### src/rtl/core/iaf_pkg.sv
`default_nettype none

package iaf_pkg;

  localparam int FF_ROM   = 64;
  localparam int FB_ROM   = 32;
  localparam int TAP_W    = 6;
  localparam int FB_IDX_W = 5;
  localparam int COEF_W   = 18;

  // The coefficient magnitudes sum to well below 2^18, so this many bits above
  // the sample width keep the accumulator exact.
  localparam int ACC_GUARD = 20;

  localparam int FEED_FORWARD_TAPS_DEF = 49;
  localparam int FEEDBACK_TAPS_DEF     = 21;
  localparam int SAMPLE_BITS_DEF       = 16;
  localparam int COEF_FRAC_BITS_DEF    = 14;

  typedef enum logic [2:0] {
    S_IDLE,
    S_FF,
    S_FB,
    S_DRAIN,
    S_ROUND
  } iaf_state_t;

  typedef logic signed [COEF_W-1:0] coef_t;

  // Feed-forward coefficients b[k], Q1.14.
  function automatic coef_t ff_coef(input logic [TAP_W-1:0] k);
    coef_t c;
    case (k)
      6'd0:  c = 18'sd35;
      6'd1:  c = 18'sd59;
      6'd2:  c = 18'sd95;
      6'd3:  c = 18'sd144;
      6'd4:  c = 18'sd205;
      6'd5:  c = 18'sd277;
      6'd6:  c = 18'sd360;
      6'd7:  c = 18'sd452;
      6'd8:  c = 18'sd552;
      6'd9:  c = 18'sd658;
      6'd10: c = 18'sd769;
      6'd11: c = 18'sd882;
      6'd12: c = 18'sd996;
      6'd13: c = 18'sd1108;
      6'd14: c = 18'sd1216;
      6'd15: c = 18'sd1318;
      6'd16: c = 18'sd1412;
      6'd17: c = 18'sd1496;
      6'd18: c = 18'sd1568;
      6'd19: c = 18'sd1626;
      6'd20: c = 18'sd1668;
      6'd21: c = 18'sd1694;
      6'd22: c = 18'sd1701;
      6'd23: c = 18'sd1690;
      6'd24: c = 18'sd1659;
      6'd25: c = 18'sd1609;
      6'd26: c = 18'sd1539;
      6'd27: c = 18'sd1450;
      6'd28: c = 18'sd1342;
      6'd29: c = 18'sd1216;
      6'd30: c = 18'sd1075;
      6'd31: c = 18'sd918;
      6'd32: c = 18'sd749;
      6'd33: c = 18'sd569;
      6'd34: c = 18'sd379;
      6'd35: c = 18'sd183;
      6'd36: c = -18'sd18;
      6'd37: c = -18'sd220;
      6'd38: c = -18'sd422;
      6'd39: c = -18'sd620;
      6'd40: c = -18'sd811;
      6'd41: c = -18'sd995;
      6'd42: c = -18'sd1167;
      6'd43: c = -18'sd1326;
      6'd44: c = -18'sd1469;
      6'd45: c = -18'sd1595;
      6'd46: c = -18'sd1702;
      6'd47: c = -18'sd1788;
      6'd48: c = -18'sd1853;
      default: c = '0;
    endcase
    return c;
  endfunction

  // Feedback coefficients a[j], Q1.14; a[0] is implicit and never read.
  function automatic coef_t fb_coef(input logic [FB_IDX_W-1:0] j);
    coef_t c;
    case (j)
      5'd1:  c = -18'sd15565;
      5'd2:  c = 18'sd13926;
      5'd3:  c = -18'sd12288;
      5'd4:  c = 18'sd10650;
      5'd5:  c = -18'sd9011;
      5'd6:  c = 18'sd7373;
      5'd7:  c = -18'sd5734;
      5'd8:  c = 18'sd4096;
      5'd9:  c = -18'sd2458;
      5'd10: c = 18'sd819;
      5'd11: c = -18'sd492;
      5'd12: c = 18'sd164;
      5'd13: c = -18'sd131;
      5'd14: c = 18'sd82;
      5'd15: c = -18'sd49;
      5'd16: c = 18'sd16;
      5'd17: c = -18'sd13;
      5'd18: c = 18'sd8;
      5'd19: c = -18'sd5;
      5'd20: c = 18'sd2;
      default: c = '0;
    endcase
    return c;
  endfunction

endpackage

`default_nettype wire

### src/rtl/core/iaf_ram.sv
`default_nettype none

module iaf_ram #(
  parameter int WIDTH = 16,
  parameter int DEPTH = 2,
  localparam int AW = (DEPTH > 1) ? $clog2(DEPTH) : 1
) (
  input  logic             clk,
  input  logic             we,
  input  logic [AW-1:0]    waddr,
  input  logic [WIDTH-1:0] wdata,
  input  logic [AW-1:0]    raddr,
  output logic [WIDTH-1:0] rdata
);

  logic [WIDTH-1:0] mem_r [DEPTH];
  logic [WIDTH-1:0] rdata_r;

  always_ff @(posedge clk) begin
    if (we) begin
      mem_r[waddr] <= wdata;
    end
    rdata_r <= mem_r[raddr];
  end

  assign rdata = rdata_r;

endmodule

`default_nettype wire

### src/rtl/core/iir_audio_filter.sv
// Direct form I IIR audio filter with one shared multiply-accumulate unit.
// Input channel: in_valid/in_ready carry in_sample_in and in_start_of_signal;
// a set start flag clears both sample histories before that sample is used.
// Output channel: out_valid/out_ready carry out_sample_out and out_saturated.
// After a sample's transfer, its taps pass through the MAC one per cycle, the
// read and multiply stages drain, and the rounding step rounds, saturates and
// writes the result back to the output register. in_ready is high only in the
// idle state, so the next sample is not taken until the last one is written back.
// Throughput is set by the single multiplier and the one read port of each
// history RAM. Histories live in two circular RAMs; a fill count per RAM marks
// how many entries hold samples since the last clear, and older taps read as 0.
// Reset empties both histories and the output register at once.
// The output register holds a finished result while the receiver stalls; the
// next sample is still taken and processed, and waits in the rounding step
// until the held result has been transferred.
`default_nettype none

module iir_audio_filter #(
  parameter int FEED_FORWARD_TAPS = iaf_pkg::FEED_FORWARD_TAPS_DEF,
  parameter int FEEDBACK_TAPS     = iaf_pkg::FEEDBACK_TAPS_DEF,
  parameter int SAMPLE_BITS       = iaf_pkg::SAMPLE_BITS_DEF,
  parameter int COEF_FRAC_BITS    = iaf_pkg::COEF_FRAC_BITS_DEF
) (
  input  logic                   clk,
  input  logic                   rst_n,
  input  logic                   in_valid,
  output logic                   in_ready,
  input  logic [SAMPLE_BITS-1:0] in_sample_in,
  input  logic                   in_start_of_signal,
  output logic                   out_valid,
  input  logic                   out_ready,
  output logic [SAMPLE_BITS-1:0] out_sample_out,
  output logic                   out_saturated
);

  import iaf_pkg::*;

  localparam int IN_HIST   = FEED_FORWARD_TAPS - 1;
  localparam int OUT_HIST  = FEEDBACK_TAPS - 1;
  localparam int IN_DEPTH  = (IN_HIST > 0) ? IN_HIST : 1;
  localparam int IN_AW     = (IN_DEPTH > 1) ? $clog2(IN_DEPTH) : 1;
  localparam int OUT_AW    = (OUT_HIST > 1) ? $clog2(OUT_HIST) : 1;
  localparam int ACC_W     = SAMPLE_BITS + ACC_GUARD;
  localparam int PROD_W    = SAMPLE_BITS + COEF_W;
  localparam int YW        = ACC_W - COEF_FRAC_BITS;

  localparam logic [TAP_W-1:0]  FF_LAST  = TAP_W'(FEED_FORWARD_TAPS - 1);
  localparam logic [TAP_W-1:0]  FB_LAST  = TAP_W'(FEEDBACK_TAPS - 1);
  localparam logic [TAP_W-1:0]  IN_FULL  = TAP_W'(IN_HIST);
  localparam logic [TAP_W-1:0]  OUT_FULL = TAP_W'(OUT_HIST);
  localparam logic [IN_AW-1:0]  IN_TOP   = IN_AW'(IN_DEPTH - 1);
  localparam logic [OUT_AW-1:0] OUT_TOP  = OUT_AW'(OUT_HIST - 1);
  localparam logic signed [ACC_W-1:0] HALF =
    {{(ACC_W-1){1'b0}}, 1'b1} << (COEF_FRAC_BITS - 1);
  localparam logic [SAMPLE_BITS-1:0] Y_MAX = {1'b0, {(SAMPLE_BITS-1){1'b1}}};
  localparam logic [SAMPLE_BITS-1:0] Y_MIN = {1'b1, {(SAMPLE_BITS-1){1'b0}}};

  iaf_state_t state_r, state_nxt;

  logic [TAP_W-1:0]  idx_r, idx_nxt;
  logic [IN_AW-1:0]  in_rp_r, in_rp_nxt, in_wp_r;
  logic [OUT_AW-1:0] out_rp_r, out_rp_nxt, out_wp_r;
  logic [TAP_W-1:0]  fill_in_r, fill_out_r;

  logic signed [SAMPLE_BITS-1:0] x_r;

  // Tap issue controls, then the read/multiply stage and the product stage.
  logic        issue, issue_use_x, issue_zero, issue_sel_out;
  coef_t       issue_coef;
  logic        b_valid_r, b_use_x_r, b_zero_r, b_sel_out_r;
  coef_t       coef_b_r;
  logic        p_valid_r;
  logic signed [PROD_W-1:0] prod_r, prod_w;
  logic signed [ACC_W-1:0]  acc_r;

  logic accept, finish;

  logic [SAMPLE_BITS-1:0]        in_rd, out_rd, b_data;
  logic signed [SAMPLE_BITS-1:0] operand;

  logic signed [ACC_W-1:0]       rnd;
  logic [YW-1:0]                 y_full;
  logic [YW-SAMPLE_BITS:0]       y_hi;
  logic                          y_sat;
  logic [SAMPLE_BITS-1:0]        y_val;

  logic                   out_valid_r;
  logic [SAMPLE_BITS-1:0] out_sample_r;
  logic                   out_sat_r;

  assign in_ready = (state_r == S_IDLE);
  assign accept   = in_valid && in_ready;

  always_comb begin
    state_nxt     = state_r;
    idx_nxt       = idx_r;
    in_rp_nxt     = in_rp_r;
    out_rp_nxt    = out_rp_r;
    issue         = 1'b0;
    issue_use_x   = 1'b0;
    issue_zero    = 1'b0;
    issue_sel_out = 1'b0;
    issue_coef    = ff_coef(idx_r);
    finish        = 1'b0;
    case (state_r)
      S_IDLE: begin
        if (accept) begin
          state_nxt = S_FF;
          idx_nxt   = '0;
          in_rp_nxt = (in_wp_r == '0) ? IN_TOP : in_wp_r - 1'b1;
        end
      end
      S_FF: begin
        issue       = 1'b1;
        issue_use_x = (idx_r == '0);
        issue_zero  = (idx_r > fill_in_r);
        if (idx_r == FF_LAST) begin
          state_nxt  = S_FB;
          idx_nxt    = TAP_W'(1);
          out_rp_nxt = (out_wp_r == '0) ? OUT_TOP : out_wp_r - 1'b1;
        end else begin
          idx_nxt = idx_r + 1'b1;
          if (idx_r != '0) begin
            in_rp_nxt = (in_rp_r == '0) ? IN_TOP : in_rp_r - 1'b1;
          end
        end
      end
      S_FB: begin
        issue         = 1'b1;
        issue_zero    = (idx_r > fill_out_r);
        issue_sel_out = 1'b1;
        issue_coef    = -fb_coef(idx_r[FB_IDX_W-1:0]);
        if (idx_r == FB_LAST) begin
          state_nxt = S_DRAIN;
        end else begin
          idx_nxt    = idx_r + 1'b1;
          out_rp_nxt = (out_rp_r == '0) ? OUT_TOP : out_rp_r - 1'b1;
        end
      end
      S_DRAIN: begin
        // The last product is accumulated at the edge that leaves this state.
        if (!b_valid_r) begin
          state_nxt = S_ROUND;
        end
      end
      S_ROUND: begin
        if (!out_valid_r || out_ready) begin
          finish    = 1'b1;
          state_nxt = S_IDLE;
        end
      end
      default: begin
        state_nxt = S_IDLE;
      end
    endcase
  end

  always_ff @(posedge clk) begin
    if (!rst_n) begin
      state_r <= S_IDLE;
    end else begin
      state_r <= state_nxt;
    end
  end

  iaf_ram #(
    .WIDTH (SAMPLE_BITS),
    .DEPTH (IN_DEPTH)
  ) u_in_hist (
    .clk   (clk),
    .we    (finish && (IN_HIST > 0)),
    .waddr (in_wp_r),
    .wdata (x_r),
    .raddr (in_rp_r),
    .rdata (in_rd)
  );

  iaf_ram #(
    .WIDTH (SAMPLE_BITS),
    .DEPTH (OUT_HIST)
  ) u_out_hist (
    .clk   (clk),
    .we    (finish),
    .waddr (out_wp_r),
    .wdata (y_val),
    .raddr (out_rp_r),
    .rdata (out_rd)
  );

  assign b_data  = b_sel_out_r ? out_rd : in_rd;
  assign operand = b_use_x_r ? x_r : (b_zero_r ? '0 : $signed(b_data));
  assign prod_w  = coef_b_r * operand;

  // Round half up, then clip when the sample's sign bit and the bits above it disagree.
  assign rnd    = acc_r + HALF;
  assign y_full = rnd[ACC_W-1:COEF_FRAC_BITS];
  assign y_hi   = y_full[YW-1:SAMPLE_BITS-1];
  assign y_sat  = (|y_hi) && !(&y_hi);
  assign y_val  = y_sat ? (y_full[YW-1] ? Y_MIN : Y_MAX) : y_full[SAMPLE_BITS-1:0];

  always_ff @(posedge clk) begin
    if (!rst_n) begin
      idx_r       <= '0;
      in_rp_r     <= '0;
      out_rp_r    <= '0;
      in_wp_r     <= '0;
      out_wp_r    <= '0;
      fill_in_r   <= '0;
      fill_out_r  <= '0;
      b_valid_r   <= 1'b0;
      p_valid_r   <= 1'b0;
      out_valid_r <= 1'b0;
    end else begin
      idx_r     <= idx_nxt;
      in_rp_r   <= in_rp_nxt;
      out_rp_r  <= out_rp_nxt;
      b_valid_r <= issue;
      p_valid_r <= b_valid_r;
      if (accept && in_start_of_signal) begin
        fill_in_r  <= '0;
        fill_out_r <= '0;
      end
      if (finish) begin
        if (IN_HIST > 0) begin
          in_wp_r <= (in_wp_r == IN_TOP) ? '0 : in_wp_r + 1'b1;
        end
        out_wp_r <= (out_wp_r == OUT_TOP) ? '0 : out_wp_r + 1'b1;
        if (fill_in_r < IN_FULL) begin
          fill_in_r <= fill_in_r + 1'b1;
        end
        if (fill_out_r < OUT_FULL) begin
          fill_out_r <= fill_out_r + 1'b1;
        end
      end
      if (finish) begin
        out_valid_r <= 1'b1;
      end else if (out_ready) begin
        out_valid_r <= 1'b0;
      end
    end
  end

  always_ff @(posedge clk) begin
    if (accept) begin
      x_r <= in_sample_in;
    end
    b_use_x_r   <= issue_use_x;
    b_zero_r    <= issue_zero;
    b_sel_out_r <= issue_sel_out;
    coef_b_r    <= issue_coef;
    prod_r      <= prod_w;
    if (accept) begin
      acc_r <= '0;
    end else if (p_valid_r) begin
      acc_r <= acc_r + ACC_W'(prod_r);
    end
    if (finish) begin
      out_sample_r <= y_val;
      out_sat_r    <= y_sat;
    end
  end

  assign out_valid      = out_valid_r;
  assign out_sample_out = out_sample_r;
  assign out_saturated  = out_sat_r;

  a_round_loads_output: assert property (@(posedge clk) disable iff (!rst_n)
    (state_r == S_ROUND && (!out_valid_r || out_ready)) |=> out_valid)
    else $error("finished sample did not reach the output register");

  a_pipe_empty_at_round: assert property (@(posedge clk) disable iff (!rst_n)
    (state_r == S_ROUND) |-> (!b_valid_r && !p_valid_r))
    else $error("rounding started with taps still in flight");

  a_sat_is_bound: assert property (@(posedge clk) disable iff (!rst_n)
    (out_valid && out_saturated) |-> (out_sample_out == Y_MAX || out_sample_out == Y_MIN))
    else $error("saturated result is not a range bound");

  a_fill_bounded: assert property (@(posedge clk) disable iff (!rst_n)
    (fill_in_r <= IN_FULL) && (fill_out_r <= OUT_FULL))
    else $error("history fill count beyond history depth");

endmodule

`default_nettype wire

### config.mk
export PLATFORM = sky130hd
export DESIGN_NAME = iir_audio_filter
export DESIGN_NICKNAME = d
export VERILOG_FILES = /design/src/rtl/core/iaf_pkg.sv /design/src/rtl/core/iaf_ram.sv /design/src/rtl/core/iir_audio_filter.sv
export SDC_FILE = /design/constraint.sdc
export NUM_CORES = 2
export LEC_CHECK = 0
export ABC_AREA = 0
export BUFFER_PORTS_ARGS = -buffer_cell sky130_fd_sc_hd__buf_2
export CORE_ASPECT_RATIO = 1.4
export CORE_MARGIN = 3
export CORE_UTILIZATION = 55
export DETAILED_ROUTE_END_ITERATION = 7
export PLACE_DENSITY = 0.71
export SETUP_SLACK_MARGIN = 0.4
export SLEW_MARGIN = 25
export SYNTH_ARGS = -nofsm -noshare
export SYNTH_HDL_FRONTEND = slang
export SYNTH_SLANG_ARGS = --single-unit
### constraint.sdc
create_clock -name clk -period 14.8 [get_ports clk]
set_input_delay 2.22 -clock clk [delete_from_list [all_inputs] [get_ports clk]]
set_output_delay 2.22 -clock clk [all_outputs]
set_load 0.05 [all_outputs]
==> summary.md <==
| Metric | Value |
|---|---|
| Outcome | complete, no violations |
| Worst setup EP type | flop |
| GP Congestion | 0.883 |
| Clk pwr share | roughly a third |
| Root Buffer | clkbuf_16 |
| DRT iter0 DRCs | 3044 |
| Fraction of registers with async set/reset | 0% |
| Leakage | about 0.025 uW |
| Max cap viols | 0 |
| Post-route ant nets | 0 |
| Worst Tran Pin Value | roughly 1.1 ns |
| Initial Util | between 50% and 60% |
| Core area | ~110000 um2 |
| Yosys reg bits | roughly 1300 |
| Area Overhead vs Synth | 10.1% |
| Synth Flop Type | edfxtp_1 |
| DIE AREA | 120000 um2 |
| CTS tree | built |
| CP Max Fanout | 18 |
| Share of power burned in registers | between 40 and 50% |
| Yosys warns | 0 |
| WS Path Type | reg2reg |
| Register area share after synthesis | about three fifths |
| CTS sink cnt | 1317 |
| Worst-skew pair later-pin latency | around 0.76 ns |
| VDD IR max | about 0.00011 V |
| Setup violators final | 0 |
| Post-cts resize count | 0 |
| Aggregate global-route resource usage | 25.3% |
| Hold buffers post-CTS | 0 |
| Critical-path cell with the highest stage delay | dfxtp_1 |
| Pins over their slew limit | 0 |
| Setup Skew | approximately 0.064 ns |
| Diodes inserted | 0 |
| Total CTS buffers | approximately 120 |
| Vias in the first global route | between 30000 and 40000 |
| DP Wirelength | approximately 96000 um |
| GRT overflow | 0 |
| Overall Power | 9850 uW |
| Post-synthesis net count | between 4000 and 5000 |
| Largest net degree at the start of global routing | 95 |
| Sw frac | ~29% |
| Type of origin of the critical path | flop |
| FP Rows | between 100 and 150 |
| # nets final | between 4000 and 5000 |
| Crit-path max cell delay | 0.91 ns |
| Cell Area, Synth | 63900 um2 |
| Part of the power in combinational logic | 23.6% |
| Endpoints failing hold | 0 |
| First-pass GRT wire length | 227000 um |
| CTS max path bufs | 3 |
| # IOs | 40 |
| Post CTS Setup Buffer Count | 0 |
| Synth unique cells | 87 |
| Fin crit share | between 50% and 60% |
| Hold WS | ~0.43 ns |
| Die Span Y | ~400 um |
| Slew headroom | roughly 29% |
| Peak Freq | 126 MHz |
| Pre-antenna DRT Iters | 7 |
| Final wirelength | approximately 150000 um |
| Setup TNS | 0 ns |
| H-tree lvl count | 3 |
| Mapped Cells | 4188 |
| Psw | between 2000 and 3000 uW |
| # DRC | 0 |
| Worst EP arrival | ~8.6 ns |
| Die width | 294 um |
| Critical Path RT | between 15 and 20 ns |
| WL per Instance | about 25 um |
| Layout cells sized above 1 | ~18% |
| EDFF count, synth | about 1100 |
| Pwr dens | 140 nW/um2 |
| Vias per inst | 6.01 |
| Pint | 6960 uW |
| Syn_area_per_cell | 15.3 um2 |
| Initial antenna violation count | 10 |
| Clock slew seen by the registers of the worst setup and hold paths | roughly 0.07 ns |
| DR vias | ~35000 |
| Hold WC Path Type | reg2reg |
| Input/output buffers | 39 |
| Fin crit period | 7.95 ns |
| RSZ-0062 raised after global routing | false |
-- through the flow --
step                      instance area (um2)  util [%]  std cells  setup slack [ns]
final                                   70400      61.2       5894              6.85
after global routing                    70400      61.2       5894              6.42
after CTS                               70400      61.2       5894              6.94
after detailed placement                66300      57.7       5672              7.02
after global placement                  66300      57.7       5672              7.11
after floorplan                         63900         -       4188              7.59
-- logic make-up (layout without fill, tap and decap cells) --
family | after synthesis | in the layout | share of synthesized area [%]
and+or+nand+nor | 887 | 887 | 6.58
AOI/OAI and AO/OA | 442 | 442 | 4.26
DFF | 1317 | 1317 | 58.8
xor gates and xnor gates | 108 | 108 | 1.53
adders and majority gates | 453 | 453 | 12.3
buffers and inverters | 567 | 783 | 3.42
muxes | 414 | 414 | 13.1
-- layout make-up --
type / instances / area, um2
multi-input cells: 2304 / 24200
clock buffers: 146 / 3180
fillers: 8418 / 44600
repair buffers: 177 / 1240
flip-flops and latches: 1317 / 37600
inverters: 384 / 1440
well taps: 1490 / 1860
clock inverters: 76 / 858
-- synth_stat cells (117+ instances only) --
cell      count  share of area (%)
edfxtp_1   1121                 53
inv_1       378                2.2
mux4_2      335                 12
nand2_1     309                1.8
fa_1        292                9.1
nor2_1      216                1.3
dfxtp_1     196                6.1
ha_1        161                3.2
and2_1      146                1.4
clkbuf_1    127               0.75
o21ai_0     120               0.94
a21oi_1     117               0.92
-- power by group through the flow --
stage / logic [uW] / registers, uW / clock network, uW
2_1_floorplan: 1620 / 4400 / 0
3_3_place_gp: 2300 / 4450 / 0
3_5_place_dp: 2340 / 4450 / 0
4_1_cts: 2360 / 4370 / 3220
5_1_grt: 2590 / 4370 / 3370
6_report: 2320 / 4370 / 3160
-- registers in the layout, indices dropped and copies added, names as in the netlist, 18 cells and up, named ones only --
signal,count
u_in_hist.mem_r,768
coef_b_r,18
prod_r,34
u_out_hist.mem_r,320
acc_r,36
-- cell usage in the layout (no fill, tap or decap), types with 43 or more instances in the layout --
cell | synthesis | final
ha_1 | 161 | 161
mux2i_1 | 61 | 61
o21ai_1 | 29 | 43
buf_4 | 1 | 137
a21oi_1 | 117 | 117
dfxtp_1 | 196 | 188
edfxtp_1 | 1121 | 1121
o21ai_0 | 120 | 105
fa_1 | 292 | 292
mux4_2 | 335 | 335
xor2_1 | 53 | 52
inv_1 | 378 | 378
nand2_1 | 309 | 309
xnor2_1 | 52 | 52
and2_1 | 146 | 146
nor2_1 | 216 | 202
clkbuf_16 | 0 | 121
-- worst paths after layout --
path         slack [ns]           startpoint                   to  depth (start not counted)
max                6.85  b_sel_out_r$_DFF_P_   prod_r[33]$_DFF_P_                         25
min                0.43                 flop  coef_b_r[3]$_DFF_P_                          2
max reg2reg        6.85  b_sel_out_r$_DFF_P_   prod_r[33]$_DFF_P_                         25
min reg2reg        0.43                 flop  coef_b_r[3]$_DFF_P_                          2
-- worst max-delay path, delay by kind of cell (launching register included) --
| family | cells | cell delay, ns |
|---|---|---|
| compound gates | 7 | 2.04 |
| flops | 1 | 0.91 |
| simple gates | 3 | 0.46 |
| buf+inv | 6 | 0.47 |
| fa+ha+maj | 7 | 3.60 |
| mux | 1 | 0.21 |
| xor+xnor | 1 | 0.14 |
-- metal layers --
layer  share of wire [%]  track usage, %
met5              0.0088               0
met4                 4.2            9.94
met3                 5.2            2.77
met2                  54            45.5
met1                  37            31.5
No activity file was read; power rests on OpenSTA's default activity.
